## config.mk

```make
export PLATFORM = sky130hd
export DESIGN_NAME = glyph_index_mapper_top
export DESIGN_NICKNAME = d
export VERILOG_FILES = /design/src/sv/gim_pkg.sv /design/src/sv/gim_ram.sv /design/src/sv/gim_csr.sv /design/src/sv/gim_engine.sv /design/src/sv/glyph_index_mapper_top.sv
export VERILOG_INCLUDE_DIRS = /design/src /design/src/sv
export SDC_FILE = /design/constraint.sdc
export NUM_CORES = 2
export LEC_CHECK = 0
export BUFFER_PORTS_ARGS = -buffer_cell sky130_fd_sc_hd__buf_2
export CORE_ASPECT_RATIO = 0.75
export CORE_MARGIN = 2
export CORE_UTILIZATION = 35
export DETAILED_ROUTE_END_ITERATION = 8
export GPL_TIMING_DRIVEN = 0
export PLACE_DENSITY_LB_ADDON = 0.1
export SETUP_SLACK_MARGIN = 0.02
export SLEW_MARGIN = 20
export SYNTH_ARGS = -nofsm -noshare
export SYNTH_HDL_FRONTEND = slang
export SYNTH_HIERARCHICAL = 1
export SYNTH_SLANG_ARGS = --single-unit
```

## constraint.sdc

```tcl
create_clock -name clock -period 6.5 [get_ports clock]
set_clock_uncertainty 0.2 [all_clocks]
set_input_delay 0.325 -clock clock [delete_from_list [all_inputs] [get_ports clock]]
set_output_delay 0.325 -clock clock [all_outputs]
set_load 0.02 [all_outputs]
```

## src/sv/glyph_index_mapper_top_macros.svh

```systemverilog
// Assertion macros used by the glyph index mapper engine
`ifndef GLYPH_INDEX_MAPPER_TOP_MACROS_SVH
`define GLYPH_INDEX_MAPPER_TOP_MACROS_SVH

// Same-cycle implication, sampled on clock, off during reset
`define GIM_ASSERT_NOW(label, ante, cons, msg) \
   label: assert property (@(posedge clock) disable iff (reset) (ante) |-> (cons)) \
      else $error(msg);

// Next-cycle implication, sampled on clock, off during reset
`define GIM_ASSERT_NEXT(label, ante, cons, msg) \
   label: assert property (@(posedge clock) disable iff (reset) (ante) |=> (cons)) \
      else $error(msg);

`endif

```

## src/sv/gim_pkg.sv

```systemverilog
// Package: constants, types and codes of the glyph index mapper
`timescale 1ns / 1ps
package gim_pkg;

   localparam int TABLE_DEPTH = 256;
   localparam int ADDR_W      = $clog2(TABLE_DEPTH);
   localparam int COUNT_W     = $clog2(TABLE_DEPTH + 1);
   localparam int CODE_W      = 16;
   localparam int SLOT_W      = 8;
   localparam int IDX_W       = 14;
   localparam int CNT_FIELD_W = 9;
   localparam int PADDR_W     = 4;
   localparam int PDATA_W     = 32;

   localparam logic [CODE_W-1:0] ASCII_LO  = 16'h0020;
   localparam logic [CODE_W-1:0] ASCII_HI  = 16'h007E;
   localparam logic [CODE_W-1:0] HANGUL_LO = 16'hAC00;
   localparam logic [CODE_W-1:0] HANGUL_HI = 16'hD7A3;

   localparam logic [IDX_W-1:0] ASCII_SPAN  = IDX_W'(ASCII_HI - ASCII_LO + 16'd1);
   localparam logic [IDX_W-1:0] HANGUL_SPAN = IDX_W'(HANGUL_HI - HANGUL_LO + 16'd1);

   typedef enum logic {
      OP_LOOKUP = 1'b0,
      OP_WRITE  = 1'b1
   } opcode_type;

   typedef enum logic [1:0] {
      REG_ASCII  = 2'd0,
      REG_HANGUL = 2'd1,
      REG_COUNT  = 2'd2
   } reg_index_type;

   typedef enum logic [1:0] {
      ST_IDLE,
      ST_SRCH,
      ST_CHECK,
      ST_FINISH
   } state_type;

   typedef struct packed {
      logic                   ascii_enable;
      logic                   hangul_enable;
      logic [CNT_FIELD_W-1:0] extra_count;
   } cfg_type;

endpackage

```

## src/sv/gim_ram.sv

```systemverilog
// Generic single-port-write, single-port-read RAM with registered read data
`timescale 1ns / 1ps
module gim_ram #(
   parameter int DATA_W = 16,
   parameter int DEPTH  = 256,
   parameter int ADDR_W = $clog2(DEPTH)
) (
   input  logic              clock,
   input  logic              wr_en,
   input  logic [ADDR_W-1:0] wr_addr,
   input  logic [DATA_W-1:0] wr_data,
   input  logic              rd_en,
   input  logic [ADDR_W-1:0] rd_addr,
   output logic [DATA_W-1:0] rd_data
);

   logic [DATA_W-1:0] mem [DEPTH];
   logic [DATA_W-1:0] rd_data_ff;

   always_ff @(posedge clock) begin
      if (wr_en) begin
         mem[wr_addr] <= wr_data;
      end
   end

   always_ff @(posedge clock) begin
      if (rd_en) begin
         rd_data_ff <= mem[rd_addr];
      end
   end

   assign rd_data = rd_data_ff;

endmodule

```

## src/sv/gim_csr.sv

```systemverilog
// Configuration registers behind the APB-style port
`timescale 1ns / 1ps
module gim_csr
   import gim_pkg::*;
(
   input  logic               clock,
   input  logic               reset,
   input  logic               psel,
   input  logic               penable,
   input  logic               pwrite,
   input  logic [PADDR_W-1:0] paddr,
   input  logic [PDATA_W-1:0] pwdata,
   output logic [PDATA_W-1:0] prdata,
   output logic               pready,
   output cfg_type            cfg
);

   logic                   ascii_en_ff;
   logic                   ascii_en_in;
   logic                   hangul_en_ff;
   logic                   hangul_en_in;
   logic [CNT_FIELD_W-1:0] count_ff;
   logic [CNT_FIELD_W-1:0] count_in;
   logic                   wr_strobe;

   assign pready    = 1'b1;
   assign wr_strobe = psel & penable & pwrite;

   always_comb begin
      ascii_en_in  = ascii_en_ff;
      hangul_en_in = hangul_en_ff;
      count_in     = count_ff;
      if (wr_strobe) begin
         unique case (paddr[3:2])
            REG_ASCII:  ascii_en_in  = pwdata[0];
            REG_HANGUL: hangul_en_in = pwdata[0];
            REG_COUNT:  count_in     = pwdata[CNT_FIELD_W-1:0];
            default: begin
            end
         endcase
      end
   end

   always_ff @(posedge clock) begin
      if (reset) begin
         ascii_en_ff  <= 1'b1;
         hangul_en_ff <= 1'b0;
         count_ff     <= '0;
      end else begin
         ascii_en_ff  <= ascii_en_in;
         hangul_en_ff <= hangul_en_in;
         count_ff     <= count_in;
      end
   end

   always_comb begin
      unique case (paddr[3:2])
         REG_ASCII:  prdata = PDATA_W'(ascii_en_ff);
         REG_HANGUL: prdata = PDATA_W'(hangul_en_ff);
         REG_COUNT:  prdata = PDATA_W'(count_ff);
         default:    prdata = '0;
      endcase
   end

   assign cfg.ascii_enable  = ascii_en_ff;
   assign cfg.hangul_enable = hangul_en_ff;
   assign cfg.extra_count   = count_ff;

endmodule

```

## src/sv/gim_engine.sv

```systemverilog
// Lookup engine: range checks and binary search over the extra code RAM
`timescale 1ns / 1ps
`include "glyph_index_mapper_top_macros.svh"
module gim_engine
   import gim_pkg::*;
(
   input  logic              clock,
   input  logic              reset,
   input  cfg_type           cfg,
   input  logic              req_valid,
   output logic              req_ready,
   input  logic              req_opcode,
   input  logic [CODE_W-1:0] req_code,
   input  logic [SLOT_W-1:0] req_slot,
   output logic              rsp_valid,
   input  logic              rsp_ready,
   output logic [IDX_W-1:0]  rsp_glyph_index,
   output logic              rsp_found
);

   state_type            state_ff, state_in;
   logic [CODE_W-1:0]    code_ff, code_in;
   logic [IDX_W-1:0]     base_ff, base_in;
   logic [COUNT_W-1:0]   first_ff, first_in;
   logic [COUNT_W-1:0]   count_ff, count_in;
   logic [COUNT_W-1:0]   n_ff, n_in;
   logic [IDX_W-1:0]     res_index_ff, res_index_in;
   logic                 res_found_ff, res_found_in;
   logic                 rsp_valid_ff, rsp_valid_in;
   logic [IDX_W-1:0]     rsp_index_ff, rsp_index_in;
   logic                 rsp_found_ff, rsp_found_in;

   logic                 wr_en;
   logic [ADDR_W-1:0]    wr_addr;
   logic                 rd_en;
   logic [ADDR_W-1:0]    rd_addr;
   logic [CODE_W-1:0]    rd_data;

   logic                 ascii_hit;
   logic                 hangul_hit;
   logic [IDX_W-1:0]     base_ascii;
   logic [IDX_W-1:0]     base_full;
   logic [COUNT_W-1:0]   n_sat;
   logic [COUNT_W-1:0]   step;
   logic [COUNT_W-1:0]   at_pos;
   logic [COUNT_W-1:0]   nfirst;
   logic [COUNT_W-1:0]   ncount;
   logic [COUNT_W-1:0]   nat;
   logic                 lt;

   // One item in flight at a time, so a table write never overlaps a search read
   gim_ram #(
      .DATA_W (CODE_W),
      .DEPTH  (TABLE_DEPTH),
      .ADDR_W (ADDR_W)
   ) u_table (
      .clock   (clock),
      .wr_en   (wr_en),
      .wr_addr (wr_addr),
      .wr_data (req_code),
      .rd_en   (rd_en),
      .rd_addr (rd_addr),
      .rd_data (rd_data)
   );

   assign req_ready = (state_ff == ST_IDLE);

   always_comb begin
      ascii_hit  = cfg.ascii_enable && (req_code >= ASCII_LO) && (req_code <= ASCII_HI);
      hangul_hit = cfg.hangul_enable && (req_code >= HANGUL_LO) && (req_code <= HANGUL_HI);
      base_ascii = cfg.ascii_enable ? ASCII_SPAN : '0;
      base_full  = base_ascii + (cfg.hangul_enable ? HANGUL_SPAN : IDX_W'(0));
      if (32'(cfg.extra_count) > TABLE_DEPTH) begin
         n_sat = COUNT_W'(TABLE_DEPTH);
      end else begin
         n_sat = COUNT_W'(cfg.extra_count);
      end
   end

   // One halving step of the lower-bound search on the word read last cycle
   always_comb begin
      lt     = rd_data < code_ff;
      step   = count_ff >> 1;
      at_pos = first_ff + step;
      if (lt) begin
         nfirst = at_pos + COUNT_W'(1);
         ncount = count_ff - step - COUNT_W'(1);
      end else begin
         nfirst = first_ff;
         ncount = step;
      end
      nat = nfirst + (ncount >> 1);
   end

   always_comb begin
      state_in     = state_ff;
      code_in      = code_ff;
      base_in      = base_ff;
      first_in     = first_ff;
      count_in     = count_ff;
      n_in         = n_ff;
      res_index_in = res_index_ff;
      res_found_in = res_found_ff;
      rsp_valid_in = rsp_valid_ff && !rsp_ready;
      rsp_index_in = rsp_index_ff;
      rsp_found_in = rsp_found_ff;
      wr_en        = 1'b0;
      wr_addr      = req_slot[ADDR_W-1:0];
      rd_en        = 1'b0;
      rd_addr      = '0;

      unique case (state_ff)
         ST_IDLE: begin
            if (req_valid) begin
               code_in      = req_code;
               base_in      = base_full;
               first_in     = '0;
               count_in     = n_sat;
               n_in         = n_sat;
               res_index_in = '0;
               res_found_in = 1'b0;
               state_in     = ST_FINISH;
               if (req_opcode == OP_WRITE) begin
                  wr_en = (32'(req_slot) < TABLE_DEPTH);
               end else if (ascii_hit) begin
                  res_index_in = IDX_W'(req_code - ASCII_LO);
                  res_found_in = 1'b1;
               end else if (hangul_hit) begin
                  res_index_in = base_ascii + IDX_W'(req_code - HANGUL_LO);
                  res_found_in = 1'b1;
               end else if (n_sat != '0) begin
                  rd_en    = 1'b1;
                  rd_addr  = ADDR_W'(n_sat >> 1);
                  state_in = ST_SRCH;
               end
            end
         end
         ST_SRCH: begin
            first_in = nfirst;
            count_in = ncount;
            rd_en    = 1'b1;
            if (ncount == '0) begin
               // fetch the lower-bound entry for the equality check
               rd_addr  = nfirst[ADDR_W-1:0];
               state_in = ST_CHECK;
            end else begin
               rd_addr = nat[ADDR_W-1:0];
            end
         end
         ST_CHECK: begin
            res_found_in = (first_ff < n_ff) && (rd_data == code_ff);
            res_index_in = (first_ff < n_ff) && (rd_data == code_ff) ?
                           base_ff + IDX_W'(first_ff) : '0;
            state_in     = ST_FINISH;
         end
         ST_FINISH: begin
            // hold until the output word is free
            if (!rsp_valid_ff || rsp_ready) begin
               rsp_valid_in = 1'b1;
               rsp_index_in = res_index_ff;
               rsp_found_in = res_found_ff;
               state_in     = ST_IDLE;
            end
         end
         default: begin
            state_in = ST_IDLE;
         end
      endcase
   end

   always_ff @(posedge clock) begin
      if (reset) begin
         state_ff     <= ST_IDLE;
         rsp_valid_ff <= 1'b0;
      end else begin
         state_ff     <= state_in;
         rsp_valid_ff <= rsp_valid_in;
      end
   end

   always_ff @(posedge clock) begin
      code_ff      <= code_in;
      base_ff      <= base_in;
      first_ff     <= first_in;
      count_ff     <= count_in;
      n_ff         <= n_in;
      res_index_ff <= res_index_in;
      res_found_ff <= res_found_in;
      rsp_index_ff <= rsp_index_in;
      rsp_found_ff <= rsp_found_in;
   end

   assign rsp_valid       = rsp_valid_ff;
   assign rsp_glyph_index = rsp_index_ff;
   assign rsp_found       = rsp_found_ff;

   `GIM_ASSERT_NOW(a_srch_count, state_ff == ST_SRCH, count_ff != '0, "search with empty span")
   `GIM_ASSERT_NOW(a_srch_bound, state_ff == ST_SRCH, (first_ff + count_ff) <= n_ff, "search span beyond table count")
   `GIM_ASSERT_NOW(a_miss_zero, rsp_valid_ff && !rsp_found_ff, rsp_index_ff == '0, "miss with nonzero index")
   `GIM_ASSERT_NEXT(a_accept_busy, req_valid && req_ready, state_ff != ST_IDLE, "accepted word left no work")

endmodule

```

## src/sv/glyph_index_mapper_top.sv

```systemverilog
// Flow: a write or a range hit goes from the accept straight to the FINISH state;
// a table search runs one halving step per RAM read in SRCH, then the final
// compare in CHECK, then FINISH, which holds until the output register is free.
// A new word is taken once the previous one has moved to the output register.
// Reset (synchronous, active high) clears control state and the registers to
// ascii 1, hangul 0, count 0; the code table stays undefined until written.
`timescale 1ns / 1ps
module glyph_index_mapper_top
   import gim_pkg::*;
(
   input  logic               clock,
   input  logic               reset,
   input  logic               req_valid,
   output logic               req_ready,
   input  logic               req_opcode,
   input  logic [CODE_W-1:0]  req_code,
   input  logic [SLOT_W-1:0]  req_slot,
   output logic               rsp_valid,
   input  logic               rsp_ready,
   output logic [IDX_W-1:0]   rsp_glyph_index,
   output logic               rsp_found,
   input  logic               psel,
   input  logic               penable,
   input  logic               pwrite,
   input  logic [PADDR_W-1:0] paddr,
   input  logic [PDATA_W-1:0] pwdata,
   output logic [PDATA_W-1:0] prdata,
   output logic               pready
);

   cfg_type cfg;

   gim_csr u_csr (
      .clock   (clock),
      .reset   (reset),
      .psel    (psel),
      .penable (penable),
      .pwrite  (pwrite),
      .paddr   (paddr),
      .pwdata  (pwdata),
      .prdata  (prdata),
      .pready  (pready),
      .cfg     (cfg)
   );

   gim_engine u_engine (
      .clock           (clock),
      .reset           (reset),
      .cfg             (cfg),
      .req_valid       (req_valid),
      .req_ready       (req_ready),
      .req_opcode      (req_opcode),
      .req_code        (req_code),
      .req_slot        (req_slot),
      .rsp_valid       (rsp_valid),
      .rsp_ready       (rsp_ready),
      .rsp_glyph_index (rsp_glyph_index),
      .rsp_found       (rsp_found)
   );

endmodule
```

==> flow_summary_export.csv <==
group,metric,value,unit
floorplan,fp.coreArea,471000,µm²
sta,hold_viol,0,
floorplan,start_util,35.2,%
routing,viasPerCell,5.89,
outcome,violations,"setup timing",
placed_design,dpl.hpwl,414,mm
sta,period_minus_slack,7.13,ns
yosys,synthArstFlopShare,0,%
yosys,synth_seq_cells,4205,
global_route,grt_max_degree,117,
worst_hold_path,hold_class,"input pin to flop",
finish,fillCellCount,40500,
clock_network,cts_root_buf,"clkbuf_16",
clock_network,htree_levels,5,
yosys,avgSynthCellArea,20.6,µm²
yosys,yosys.cell_types.count,86,
critical_path,crit_path_start_kind,"flop",
routing,wl_per_cell,38.8,µm
sta,fin_crit_sh,110,%
sta,fmax,140,MHz
yosys,synth.cell_area,166000,µm²
critical_path,critPathMaxFanout,7,
routing,drt_iter0_drc,13300,
floorplan,die_w,799,µm
critical_path,worstPathRequired,7.05,ns
routing,dr.pass1.iters,6,
global_route,antenna_found_initial,64,
critical_path,criticalPathCategory,"flop to flop",
floorplan,dieArea,479000,µm²
critical_path,reg2reg_from,"u_engine/u_table/rd_data[10]$_DFFE_PP_",
placed_design,pre_cts_ws,-4.26,ns
outcome,status,"complete, but fails checks",
finish,utilization,43.0,%
routing,vias,92300,
worst_hold_path,hold_start,"req_code[5]",
sta,slew_viol_final,0,
clock_network,clkSinkCount,4205,
routing,wl,608,mm
floorplan,rows,218,
clock_network,cts_made_buffers,427,
routing,drc,0,
critical_path,timing.rr.end,"u_engine/u_table/rd_data[13]$_DFFE_PP_",
global_route,first_global_vias,87400,
clock_network,clk_pin_slew_worst_paths,0.06,ns
sta,relSlewSlack,19.6,%
placed_design,port_buffers,64,
sta,worst_slack,-0.627,ns
clock_network,clk_latency,1.04,ns
yosys,synth_edf_count,4191,
critical_path,reg2reg_setup_slack,-0.63,ns
global_route,grt_use_total,24.8,%
finish,fin_nets,9187,
flow_run,maxCapViolCount,0,
yosys,synth_flop_cell,"edfxtp_1",
finish,syn2layout_area_growth,22.2,%
yosys,yosysSeqAreaShare,76.1,%
global_route,grt.overflow.total,0,
floorplan,die_y,600,µm
yosys,yosys_warnings,6,
global_route,grt_pass1_wl,800,mm
critical_path,cp.arrival,7.68,ns
placed_design,globalplace.congestion,0.942,
clock_network,clk_path_buf_depth,4,
finish,drive_above_1_share,33.5,%
floorplan,io_pins,118,
sta,worst_slew_pin_slew,1.20,ns
critical_path,cp-end-kind,"flop",
critical_path,rr_worst_depth,24,
worst_hold_path,hold_path_depth,6,
clock_network,cts_tree,"yes",
yosys,synthCells,8056,
worst_hold_path,hold_end,"u_engine/u_table/mem[112][5]$_DFFE_PP_",
sta,rsz0062_at_grt,"yes",
sta,setup_viol,16,
routing,ant_nets,0,
[metal layers]
metal / vias to the layer above / share of wire [%] / wire, µm / global-route usage (%)
li1: 36000 / - / - / -
met5: - / 0.0082 / 50 / 0
met1: 50800 / 46 / 278000 / 38.9
met4: 6 / 2.4 / 14400 / 5.28
met2: 4857 / 41 / 250000 / 34.5
met3: 715 / 11 / 65800 / 6.34
[worst max-delay path by stage]
| stage | cells after the start | endpoint | start |
|---|---|---|---|
| final | 24 | u_engine/u_table/rd_data[13]$_DFFE_PP_ | u_engine/u_table/rd_data[10]$_DFFE_PP_ |
| after floorplan | 23 | u_engine/u_table/rd_data[1]$_DFFE_PP_ | u_engine/u_table/rd_data[15]$_DFFE_PP_ |
| after detailed placement | 28 | u_engine/u_table/rd_data[3]$_DFFE_PP_ | u_engine/u_table/rd_data[13]$_DFFE_PP_ |
| after global routing | 24 | u_engine/u_table/rd_data[13]$_DFFE_PP_ | u_engine/u_table/rd_data[10]$_DFFE_PP_ |
| after CTS | 28 | u_engine/u_table/rd_data[4]$_DFFE_PP_ | u_engine/u_table/rd_data[10]$_DFFE_PP_ |
| after global placement | 16 | u_engine/u_table/rd_data[3]$_DFFE_PP_ | req_code[2] |
[cell families after synthesis]
| group | share of synthesized area (%) |
|---|---|
| compound gates | 4.01 |
| xor+xnor | 0.190 |
| fa+ha+maj | 0.598 |
| buf+inv | 1.92 |
| flops | 76.1 |
| mux | 15.0 |
| other cells | 0.00453 |
| simple gates | 2.16 |
[stage by stage]
step	instance area [µm²]	TNS, ns	instances	hold WS, ns
floorplan	166000	0	8078	0.197
global placement	174000	-414.89	14400	0.208
detailed placement	179000	-63.49	14600	0.207
CTS	201000	-5.62	15600	0.000892
global route	203000	-6.45	15700	0.0493
finish	203000	-5.86	15700	0.0560
[registers in the layout, summed over array words and instances (netlist names), 14 cells and up]
name	cells
u_engine/u_table/rd_data	16
u_engine/res_index_ff	14
u_engine/u_table/mem	4096
u_engine/rsp_glyph_index	14
u_engine/code_ff	16
[placed cells by master (no fill, tap or decap), types with 122 or more instances in the layout]
master     instances
edfxtp_1        4191
mux4_2           797
mux2i_1          583
clkbuf_16        457
buf_4            195
buf_6            170
a21oi_1          162
o221ai_1         145
nor2_4           139
clkbuf_1         134
nor2_2           133
buf_8            122
[synthesized netlist by cell type (23+ instances only)]
library cell	count	area share, %
nor2b_1	25	0.094
nand4_1	32	0.12
o21ai_0	65	0.20
clkbuf_1	239	0.54
a21oi_1	210	0.63
nor2_1	345	0.78
ha_1	72	0.54
o22ai_1	160	0.60
xnor2_1	24	0.13
buf_6	78	0.53
mux2_2	96	0.65
a22o_1	34	0.18
buf_2	80	0.24
o221ai_1	253	1.3
edfxtp_1	4191	76
a211oi_1	23	0.10
nor3_1	103	0.31
buf_4	52	0.24
nor4_1	25	0.094
nand2b_1	28	0.11
a221oi_1	28	0.15
a22oi_1	43	0.19
inv_1	64	0.14
buf_1	27	0.061
nand2_1	77	0.17
mux4_2	797	11
nand3_1	39	0.12
mux2i_1	591	3.6
[what timing repair did]
| action | in CTS | in global routing |
|---|---|---|
| pin swaps | 117 | 127 |
| endpoints found under the setup margin | 16 | 16 |
| endpoints found under the hold margin | 2058 | 0 |
| cloned | 5 | 3 |
| hold buffers | 103 | 0 |
| gates resized for setup | 1156 | 327 |
| buffers inserted | 81 | 64 |
[cell type report]
| cell class | instances | area [µm²] | area share [%] |
|---|---|---|---|
| Antenna cell | 18 | 45.0 | 0.0222 |
| Buffer | 488 | 5440 | 2.69 |
| Timing Repair Buffer | 539 | 7210 | 3.56 |
| Clock inverter | 244 | 2280 | 1.12 |
| Timing Repair inverter | 1 | 20.0 | 0.00988 |
| Tap cell | 6270 | 7850 | 3.87 |
| Multi-Input combinational cell | 3315 | 42100 | 20.8 |
| Inverter | 66 | 268 | 0.132 |
| Clock buffer | 530 | 11200 | 5.54 |
| Sequential cell | 4205 | 126000 | 62.3 |
[worst max-delay path: stages, from the launching register on]
cell and delay [ns]:
edfxtp_1 0.43, ha_4 0.30, nand4_1 0.14, or4_4 0.59
a21oi_4 0.14, or3_4 0.18, buf_12 0.15, mux2_4 0.32
ha_4 0.17, maj3_2 0.35, nand2_4 0.10, nor4_4 0.05
a211oi_2 0.27, o31a_1 0.22, or4b_4 0.49, o311ai_4 0.18
buf_6 0.21, clkbuf_16 0.16, nand4b_1 0.13, buf_6 0.16
clkbuf_16 0.15, nor2_4 0.03, a22oi_2 0.50, nand4_1 0.49
nor4_4 0.68
Power is left out: the tool's default activity adds up to more than one toggle a clock period on the data nets, which glitch-free logic cannot reach.
